--- src/rtl/pixel_saturation_gamma_adjust_top_assert.svh ---
// Assertion macros for the pixel saturation and gamma adjust block.
`ifndef PIXEL_SATURATION_GAMMA_ADJUST_TOP_ASSERT_SVH
`define PIXEL_SATURATION_GAMMA_ADJUST_TOP_ASSERT_SVH
`ifndef SYNTHESIS
`define PSGA_ASSERT(lbl, prop, msg) \
  lbl: assert property (@(posedge clk) disable iff (!rst_n) prop) else $error(msg);
`define PSGA_ASSERT_RST(lbl, prop, msg) \
  lbl: assert property (@(posedge clk) prop) else $error(msg);
`else
`define PSGA_ASSERT(lbl, prop, msg)
`define PSGA_ASSERT_RST(lbl, prop, msg)
`endif
`endif

--- src/rtl/psga_pkg.sv ---
// Types and constants shared by the pixel saturation and gamma adjust block.
package psga_pkg;

  localparam logic MODE_WRITE = 1'b0;
  localparam logic MODE_PIXEL = 1'b1;

  localparam logic [16:0] LUMA_WR = 17'd19595;
  localparam logic [16:0] LUMA_WG = 17'd38470;
  localparam logic [16:0] LUMA_WB = 17'd7471;

  localparam logic signed [12:0] SAT_ONE   = 13'sd256;
  localparam logic signed [12:0] SAT_LIMIT = 13'sd3840;

  typedef logic signed [12:0] psga_sat_t;
  typedef logic [23:0] psga_luma_t;

  typedef struct packed {
    logic       mode;
    logic [7:0] table_index;
    logic [7:0] table_value;
    logic [7:0] in_blue;
    logic [7:0] in_green;
    logic [7:0] in_red;
  } psga_in_t;

  typedef struct packed {
    logic [7:0] out_red;
    logic [7:0] out_green;
    logic [7:0] out_blue;
  } psga_out_t;

  typedef struct packed {
    logic       valid;
    logic       mode;
    logic [7:0] table_index;
    logic [7:0] table_value;
  } psga_ctl_t;

endpackage

--- src/rtl/psga_luma.sv ---
// Luma stage: registers the source channels and their Rec. 601 luma in Q8.16.
module psga_luma (
  input  logic                clk,
  input  logic                adv,
  input  logic [7:0]          blue,
  input  logic [7:0]          green,
  input  logic [7:0]          red,
  output logic [7:0]          blue_r,
  output logic [7:0]          green_r,
  output logic [7:0]          red_r,
  output psga_pkg::psga_luma_t luma_r
);

  logic [23:0]          luma_sum;
  psga_pkg::psga_luma_t luma_nxt;

  assign luma_sum = 24'(psga_pkg::LUMA_WR * 24'(red))
                  + 24'(psga_pkg::LUMA_WG * 24'(green))
                  + 24'(psga_pkg::LUMA_WB * 24'(blue));
  assign luma_nxt = luma_sum;

  always_ff @(posedge clk) begin
    if (adv) begin
      blue_r  <= blue;
      green_r <= green;
      red_r   <= red;
      luma_r  <= luma_nxt;
    end
  end

endmodule

--- config.mk ---
export PLATFORM = sky130hd
export DESIGN_NAME = psga_luma
export DESIGN_NICKNAME = d
export VERILOG_FILES = /design/src/rtl/pixel_saturation_gamma_adjust_top_assert.svh /design/src/rtl/psga_pkg.sv /design/src/rtl/psga_luma.sv
export SDC_FILE = /design/constraint.sdc
export NUM_CORES = 1
export LEC_CHECK = 0
export ABC_AREA = 0
export BUFFER_PORTS_ARGS = -buffer_cell sky130_fd_sc_hd__buf_4
export CAP_MARGIN = 20
export CORE_ASPECT_RATIO = 1.4
export CORE_MARGIN = 10
export CORE_UTILIZATION = 35
export DETAILED_ROUTE_END_ITERATION = 16
export GPL_TIMING_DRIVEN = 0
export PLACE_DENSITY_LB_ADDON = 0.15
export SETUP_SLACK_MARGIN = 0.02
export SKIP_LAST_GASP = 1
export SYNTH_ARGS = -nofsm -noshare
export SYNTH_HDL_FRONTEND = slang
export SYNTH_SLANG_ARGS = --single-unit
--- constraint.sdc ---
create_clock -name clk -period 22.9 [get_ports clk]
set_input_delay 4.58 -clock clk [delete_from_list [all_inputs] [get_ports clk]]
set_output_delay 4.58 -clock clk [all_outputs]
set_load 0.02 [all_outputs]
==> results.json <==
{
  "worstMarginPinSlew_ps": 791,
  "relSlewSlack_pct": 47.0,
  "cp.arrival_ps": 11410,
  "cts_setup_buffers": 0,
  "cts_tree": "built",
  "cts_hold_buf": 0,
  "dp_cells": 1113,
  "grt_first_pass_wirelength_um": 29300,
  "cts_resized": 0,
  "grt_max_degree": 49,
  "clock_path_buffers": 2,
  "grt_usage_pct": 12.9,
  "syn-num-nets": 1046,
  "drv_cap": 0,
  "cts_root_buffer": "clkbuf_16",
  "crit_buf_inv": 6,
  "port_buffers": 73,
  "diodes": 0,
  "fin_nets": 1126,
  "finalCritPeriodShare_pct": 49.6,
  "finalSetupViolations": 0,
  "dpl_cell_area_um2": 8800,
  "yosys_warnings": 0,
  "htree_num_levels": 2,
  "critPathMaxStageDelay_ps": 530,
  "status": "finished, final reports clean",
  "detailroute.via_count": 5071,
  "drt-initial-drc-count": 124,
  "row_count": 64,
  "crit_path_top_delay_cell": "fa_1",
  "grt_setup_unrepaired": "false",
  "worst_ep_required_time_ps": 22960,
  "dieArea_um2": 29000,
  "crit_path_max_fanout": 7,
  "worst-setup-path-type": "input pin to flip-flop",
  "clock-sinks": 48,
  "post_drt_via_cell_ratio": 4.52,
  "synthCells": 743,
  "area_growth_syn_to_layout_pct": 13.5,
  "crit_family": "adder cells",
  "final_common_cell": "inv_1",
  "synth_seq_cells": 48,
  "drive_gt1_share_pct": 10.8,
  "hold_viol": 0,
  "dpl.hpwl_um": 15200,
  "synth_edf_count": 48,
  "grt_pass1_vias": 5653,
  "fin_setup_tns_ps": 0,
  "fin_area_um2": 8950,
  "hp-class": "input pin to flip-flop",
  "antenna_found_initial": 0,
  "avgRoutedWirePerCell_um": 15.6,
  "place_ws_ps": 11170,
  "setup_slack_ps": 11550,
  "instances_no_fill": 1121,
  "drc": 0,
  "cpMostUsedCell": "fa_1",
  "nFillCells": 2195,
  "final_cell_mix": "inv_1 (224), ha_1 (158), fa_1 (119), buf_4 (73), edfxtp_1 (48)",
  "max_freq_mhz": 88.1,
  "drt_wl_total_um": 17500,
  "die_w_um": 147,
  "syn_area_per_cell_um2": 10.6,
  "finalCriticalPeriod_ps": 11350,
  "drtPass1Iterations": 4,
  "core_area_um2": 22000,
  "synth_cell_types": 39,
  "synth_area_um2": 7880,
  "worstSetupStartpoint": "green[5]",
  "end_kind": "flip-flop",
  "dieHeight_um": 198,
  "ant_nets": 0,
  "gp_congestion": 0.829,
  "endpoint": "luma_r[22]$_DFFE_PP_",
  "cts_buffers": 5,
  "maxSlewViolCount": 0,
  "async_flop_share_pct": 0,
  "yosysSeqAreaShare_pct": 18.3,
  "grt_overflow": 0,
  "cp-start-kind": "input pin",
  "io-pin-count": 74,
  "ys.flop_type": "edfxtp_1",
  "start_util_pct": 35.8,
  "clk_pin_slew_ps": 70,
  "cp_num_cells": 28
}
cells in the mapped netlist, types with 2 or more instances:
cell type  number  share of area (%)
a211oi_1        2               0.19
a21o_1         13                1.2
a21oi_1        30                1.9
a31o_2          2               0.22
a31oi_1         2               0.16
edfxtp_1       48                 18
fa_1          119                 30
ha_1          158                 25
inv_1         224                 11
nand2_1        20               0.95
nand2b_1        3               0.24
nand3_1         7               0.44
nand4_1         6               0.48
nor2_1         18               0.86
nor2b_1         6               0.48
nor3_1          6               0.38
o2111ai_1       2               0.22
o21ai_0        12               0.76
o21bai_1        7               0.67
o221ai_1        5               0.56
or2_2           3               0.24
xnor2_1        21                2.3
xor2_1         13                1.4
per-layer routing:
metal / up-vias / part of all wire, % / track usage, %
met2: 44 / 55 / 24.5
met4: 0 / 1.5 / 3.68
met3: 9 / 2.7 / 1.90
met1: 2484 / 41 / 14.5
met5: - / 0 / 0
li1: 2534 / - / -
per-stage QoR:
step,util (%),hold slack (ps)
after floorplan,-,4680
final,40.6,4510
after global placement,40.0,4840
after CTS,40.6,4510
after detailed placement,40.0,4840
after global routing,40.6,4520
cells by family after synthesis:
group	share of synthesized area [%]
fa+ha+maj	55.3
simple gates	4.25
buf+inv	10.7
flops	18.3
xor+xnor	3.78
mux	0.127
compound gates	7.55
worst min-delay path by stage:
| stage | startpoint | to | slack [ps] | cells after the start |
|---|---|---|---|---|
| 6_report | blue[4] | blue_r[4]$_DFFE_PP_ | 4510 | 1 |
| 5_1_grt | blue[4] | blue_r[4]$_DFFE_PP_ | 4520 | 1 |
| 4_1_cts | blue[4] | blue_r[4]$_DFFE_PP_ | 4510 | 1 |
| 3_5_place_dp | blue[4] | blue_r[4]$_DFFE_PP_ | 4840 | 1 |
| 3_3_place_gp | blue[4] | blue_r[4]$_DFFE_PP_ | 4840 | 1 |
| 2_1_floorplan | blue[0] | blue_r[0]$_DFFE_PP_ | 4680 | 0 |
sequential cells by signal (all words and copies together), names as in the netlist:
signal	count
green_r	8
red_r	8
blue_r	8
luma_r	24
area by class of cell:
type | instances | area [um^2] | area share, %
multi-input cells | 470 | 5600 | 62.6
well taps | 297 | 372 | 4.15
clock buffers | 5 | 125 | 1.40
flip-flops and latches | 48 | 1440 | 16.1
repair buffers | 73 | 548 | 6.13
inverters | 224 | 841 | 9.40
plain buffers | 1 | 3.75 | 0.0420
clock inverters | 3 | 18.8 | 0.210
Power is left out: the tool's default activity adds up to more than one toggle a clock period on the data nets, which glitch-free logic cannot reach.
