===== config.mk =====
export PLATFORM = sky130hd
export DESIGN_NAME = psga_lane
export DESIGN_NICKNAME = d
export VERILOG_FILES = /design/src/rtl/pixel_saturation_gamma_adjust_top_assert.svh /design/src/rtl/psga_pkg.sv /design/src/rtl/psga_lane.sv
export SDC_FILE = /design/constraint.sdc
export NUM_CORES = 2
export LEC_CHECK = 0
export ABC_AREA = 1
export BUFFER_PORTS_ARGS = -buffer_cell sky130_fd_sc_hd__buf_4
export CAP_MARGIN = 25
export CORE_ASPECT_RATIO = 1.25
export CORE_MARGIN = 8
export CORE_UTILIZATION = 50
export CTS_CLUSTER_SIZE = 30
export DETAILED_ROUTE_END_ITERATION = 10
export GPL_TIMING_DRIVEN = 0
export PLACE_DENSITY = 0.65
export REMOVE_ABC_BUFFERS = 1
export SYNTH_ARGS = -nofsm -noshare
export SYNTH_HDL_FRONTEND = slang
export SYNTH_SLANG_ARGS = --single-unit

===== constraint.sdc =====
create_clock -name clk -period 12.46 [get_ports clk]
set_input_delay 2.492 -clock clk [delete_from_list [all_inputs] [get_ports clk]]
set_output_delay 2.492 -clock clk [all_outputs]
set_load 0.01 [all_outputs]

===== src/rtl/pixel_saturation_gamma_adjust_top_assert.svh =====
// Assertion macros for the pixel saturation and gamma adjust block.
`ifndef PIXEL_SATURATION_GAMMA_ADJUST_TOP_ASSERT_SVH
`define PIXEL_SATURATION_GAMMA_ADJUST_TOP_ASSERT_SVH
`ifndef SYNTHESIS
`define PSGA_ASSERT(lbl, prop, msg) \
  lbl: assert property (@(posedge clk) disable iff (!rst_n) prop) else $error(msg);
`define PSGA_ASSERT_RST(lbl, prop, msg) \
  lbl: assert property (@(posedge clk) prop) else $error(msg);
`else
`define PSGA_ASSERT(lbl, prop, msg)
`define PSGA_ASSERT_RST(lbl, prop, msg)
`endif
`endif


===== src/rtl/psga_pkg.sv =====
// Types and constants shared by the pixel saturation and gamma adjust block.
package psga_pkg;

  localparam logic MODE_WRITE = 1'b0;
  localparam logic MODE_PIXEL = 1'b1;

  localparam logic [16:0] LUMA_WR = 17'd19595;
  localparam logic [16:0] LUMA_WG = 17'd38470;
  localparam logic [16:0] LUMA_WB = 17'd7471;

  localparam logic signed [12:0] SAT_ONE   = 13'sd256;
  localparam logic signed [12:0] SAT_LIMIT = 13'sd3840;

  typedef logic signed [12:0] psga_sat_t;
  typedef logic [23:0] psga_luma_t;

  typedef struct packed {
    logic       mode;
    logic [7:0] table_index;
    logic [7:0] table_value;
    logic [7:0] in_blue;
    logic [7:0] in_green;
    logic [7:0] in_red;
  } psga_in_t;

  typedef struct packed {
    logic [7:0] out_red;
    logic [7:0] out_green;
    logic [7:0] out_blue;
  } psga_out_t;

  typedef struct packed {
    logic       valid;
    logic       mode;
    logic [7:0] table_index;
    logic [7:0] table_value;
  } psga_ctl_t;

endpackage


===== src/rtl/psga_lane.sv =====
// Channel lane: saturation adjust and clamp, then lookup in its own gamma table copy.
module psga_lane (
  input  logic                 clk,
  input  logic                 adv,
  input  logic [7:0]           chan,
  input  psga_pkg::psga_luma_t luma,
  input  psga_pkg::psga_sat_t  sat_lim,
  input  logic                 bypass,
  input  psga_pkg::psga_ctl_t  ctl_s2,
  output logic [7:0]           map_r
);

  logic signed [25:0] diff;
  logic signed [38:0] prod;
  logic signed [39:0] total;
  logic [7:0]         adj;
  logic [7:0]         ch_nxt;
  logic [7:0]         ch_r;
  logic [7:0]         gtab [256];

  assign diff  = $signed({2'b00, chan, 16'h0000}) - $signed({2'b00, luma});
  assign prod  = sat_lim * diff;
  assign total = $signed({8'h00, luma, 8'h00}) + 40'(prod);

  always_comb begin
    if (total[39]) begin
      adj = 8'd0;
    end else if (|total[38:32]) begin
      adj = 8'd255;
    end else begin
      adj = total[31:24];
    end
    ch_nxt = bypass ? chan : adj;
  end

  always_ff @(posedge clk) begin
    if (adv) begin
      ch_r <= ch_nxt;
    end
  end

  always_ff @(posedge clk) begin
    if (adv && ctl_s2.valid && (ctl_s2.mode == psga_pkg::MODE_WRITE)) begin
      gtab[ctl_s2.table_index] <= ctl_s2.table_value;
    end
    if (adv && ctl_s2.valid && (ctl_s2.mode == psga_pkg::MODE_PIXEL)) begin
      map_r <= gtab[ch_r];
    end
  end

endmodule


==> impl.org <==
** Yosys
- Most common flop cell mapped by yosys :: sky130_fd_sc_hd__edfxtp_1
- Number of different library cells in the post-synthesis netlist :: 50
- Syn Inst Count :: 8186
- Asr flop ratio synth :: 0%
- During synthesis, Yosys emitted a total of 0 warnings.
- The synthesized design contains 2064 enable-type register cells.
- Register bit total from synthesis :: 2064
- Combined area of all synthesized cells :: 95100 µm²
- Sequential elements use 65.2% of the synthesized area.
- Each instance of the synthesized netlist takes up on average 11.6 µm².

** Worst setup path
- Across all register-to-register paths, the minimum setup slack is 7370 ps.
- STA puts the critical path data required time at 12990 ps.
- At the worst endpoint, the arrival time is 10630 ps.
- Stage delay of the slowest cell on the critical path :: 640 ps
- Path type of the worst setup path :: input pin to flop
- Reg-to-reg critical path endpoint :: map_r[7]
- Number of cells traversed by the worst register-to-register path :: 14
- In this run the worst path has a maximum fanout of 8.
- Type of destination of the critical path :: flop
- Startpoint of the worst-slack reg-to-reg timing path :: ch_r[0]
- The worst setup path is launched from an input pin.
- The largest individual stage delay along the critical path comes from the cell sky130_fd_sc_hd__fa_1.

** Power and ir drop
- Highest ir drop seen on vdd :: 0.650 mV
- Of the total power, the share spent switching nets is 45.1%.
- Reported net switching power :: 13.9 mW
- Clock power share :: 17.9%
- Share of total power in combinational logic :: 56.7%
- Of the total power, registers draw 25.3%.
- Internal power comes to 16.9 mW.
- Pwr Density :: 291 nW/µm²
- In this run the static leakage power is 36.9 nW.
- After layout, the design draws a total of 30.9 mW.

** Drt
- Routed vias/inst :: 5.88
- Total via count after detailed routing :: 63263
- DRT iter0 DRCs :: 6608
- Post-route DRC :: 0
- First drt pass iteration count :: 8
- Final ANT Viol Nets :: 0
- Sum of routed wire length over all layers :: 255 mm
- Routed wirelength normalized by instance count :: 23.7 µm

** Clock network
- Number of buffers on the longest clock path :: 3
- In this run the clock root is driven by a sky130_fd_sc_hd__clkbuf_16.
- CTS clk-pin slew, worst paths :: 70 ps
- Clock tree from TritonCTS :: done
- Hold repair after CTS inserted 0 buffers.
- Clock tree sinks :: 2064
- Counting the buffers created by CTS gives 180.
- Later-pin clock latency in the skew report :: 810 ps
- H-Tree Depth :: 4
- Number of setup buffers added after CTS :: 0
- In this run, post-CTS repair resized a total of 0 instances.

** Global routing
- Global-route congestion overflow total :: 0
- Overall routing resource usage :: 24.5%
- Vias in the first global route :: 62268
- The first global-routing pass estimated 382 mm of wire.
- Maximum number of pins on one net before global-route repair :: 230
- The number of antenna violations at the first check in global routing came to 4.

** Min path
- The tightest min-delay check is of the flop to flop type.
- In this run the most critical hold path is launched from gtab[216][3].
- For hold timing, the worst endpoint is map_r[3].
- Count of cells along the worst hold path :: 9

** Final layout
- Final layout net count :: 8548
- Relative area change from synthesis to final layout :: 11.5%
- Of the cells placed in the final design, the portion with a size suffix greater than 1 is 6.31%.
- Counting the fill cells in the layout gives 15536.

** Timing
- Setup TNS :: 0 ps
- Setup repair after global routing missed its margin :: false
- The max-slew violation total from the final report is 0.
- Final Hold Violating Endpoints :: 0
- Transition time at the pin with the least slew margin :: 1320 ps
- Setup violators final :: 0
- Final Cycle Share :: 81.0%
- Slew headroom :: 12.2%
- Final worst path period need :: 10100 ps
- Between clock sinks in the finished design, the worst skew comes to 22.6 ps.
- Timing would allow up to 0.0990 GHz.

** Die
- Core region area :: 190000 µm²
- The die covers 204000 µm².
- The die is 504 µm tall.
- The floorplan has 179 rows.
- Horizontal die dimension :: 406 µm
- 74 I/O pins were placed.
- Effective utilization at floorplan :: 50.1%

** Status
- The flow ran to the end, and the final reports show no timing, DRC or antenna violations.

** Placed design
- The congestion estimate from routability-driven global placement came to 0.932.
- HPWL after detailed placement :: 159 mm
- In this run the tool buffered the top-level ports with 73 buffer cells.

** Job
- Across the run, the number of max-cap violations was 0.
critical path: cells and delay by family:
family / cells / cell delay, ps
compound gates: 3 / 1060
fa+ha+maj: 8 / 3840
buf+inv: 8 / 730
simple gates: 14 / 2360
xor+xnor: 1 / 130
placed cells by master, fill, tap and decap left out, drive strengths merged, types with 3 or more instances in the layout:
cell type	count
a21boi	5
a21o	5
a21oi	66
buf	207
bufinv	16
clkbuf	230
clkinv	80
clkinvlp	6
diode	5
edfxtp	2064
fa	325
ha	97
inv	531
nand2	885
nand3	528
nand3b	3
nand4	3
nor2	1525
nor3	19
nor4	5
o21ai	1051
o21bai	4
o22ai	512
or2	11
xnor2	14
xor2	11
sequential cells by signal (all words and copies together), names as in the netlist:
| name | count |
|---|---|
| ch_r | 8 |
| map_r | 8 |
| gtab | 2048 |
worst max path at each step:
stage             start       end  slack, ps  cells after the start
6_report       luma[19]   ch_r[6]       2360                     34
3_3_place_gp    ch_r[0]  map_r[2]     -71840                     10
2_1_floorplan   ch_r[0]  map_r[1]     -24220                     10
4_1_cts        luma[19]   ch_r[6]       2480                     34
5_1_grt        luma[19]   ch_r[6]       1780                     34
3_5_place_dp   luma[19]   ch_r[6]       1660                     34
layer usage:
metal,part of all wire (%),track usage [%]
met3,8.3,3.83
met1,38,31.4
met4,5.6,12.1
met5,0,0
met2,49,40.7
metrics by stage:
stage	area [µm²]	utilization [%]	std cells	worst slack, ps	hold WS, ps
finish	106000	55.9	10751	2360	1290
CTS	106000	55.9	10745	2480	1290
global route	106000	55.9	10747	1780	1330
global placement	96700	51.0	10278	-71840	1230
detailed placement	100000	52.8	10411	1660	1260
floorplan	93000	-	7671	-24220	776
kinds of logic after synthesis:
kind of cell,after synthesis,share of synthesized area (%)
simple gates,2983,12.7
compound gates,1648,9.42
buf+inv,1044,4.30
xor+xnor,25,0.258
flops,2064,65.2
fa+ha+maj,422,8.12
cell usage after synthesis, drive strengths merged, types with 2 or more instances:
| cell type | count | area [µm²] |
|---|---|---|
| nor2 | 1525 | 5770 |
| clkbuf | 373 | 1400 |
| o21a | 2 | 15.0 |
| nand2 | 885 | 3370 |
| edfxtp | 2064 | 62000 |
| o22ai | 512 | 3200 |
| xor2 | 11 | 123 |
| fa | 325 | 6510 |
| a21o | 5 | 37.5 |
| xnor2 | 14 | 123 |
| nor4 | 5 | 31.3 |
| nand3b | 3 | 22.5 |
| buf | 142 | 697 |
| nor3 | 19 | 111 |
| inv | 524 | 1970 |
| o21bai | 4 | 30.0 |
| ha | 97 | 1210 |
| nand4 | 3 | 18.8 |
| o21ai | 1051 | 5270 |
| nand3 | 528 | 2670 |
| a21oi | 66 | 334 |
| or2 | 11 | 68.8 |
| clkinv | 5 | 18.8 |
| and3 | 2 | 12.5 |
| a21boi | 5 | 37.5 |
final cells by class:
cell class / count / area (µm²) / share of cell area [%]
sequential: 2064 / 62000 / 58.5
multi-input combinational: 5078 / 29100 / 27.4
clock buffer: 230 / 4820 / 4.55
timing repair buffer: 207 / 4020 / 3.79
tap: 2534 / 3170 / 2.99
inverter: 529 / 2020 / 1.91
clock inverter: 104 / 958 / 0.904
antenna: 5 / 12.5 / 0.0118
power by group through the flow:
stage          combinational [mW]  clock (mW)  sequential [mW]
2_1_floorplan                11.3           0             8.42
3_3_place_gp                 15.0           0             8.77
3_5_place_dp                 17.3           0             7.97
4_1_cts                      17.4        5.59             7.82
5_1_grt                      19.4        5.84             7.82
6_report                     17.5        5.53             7.82
Note: power is estimated with default switching activity, not from simulation.
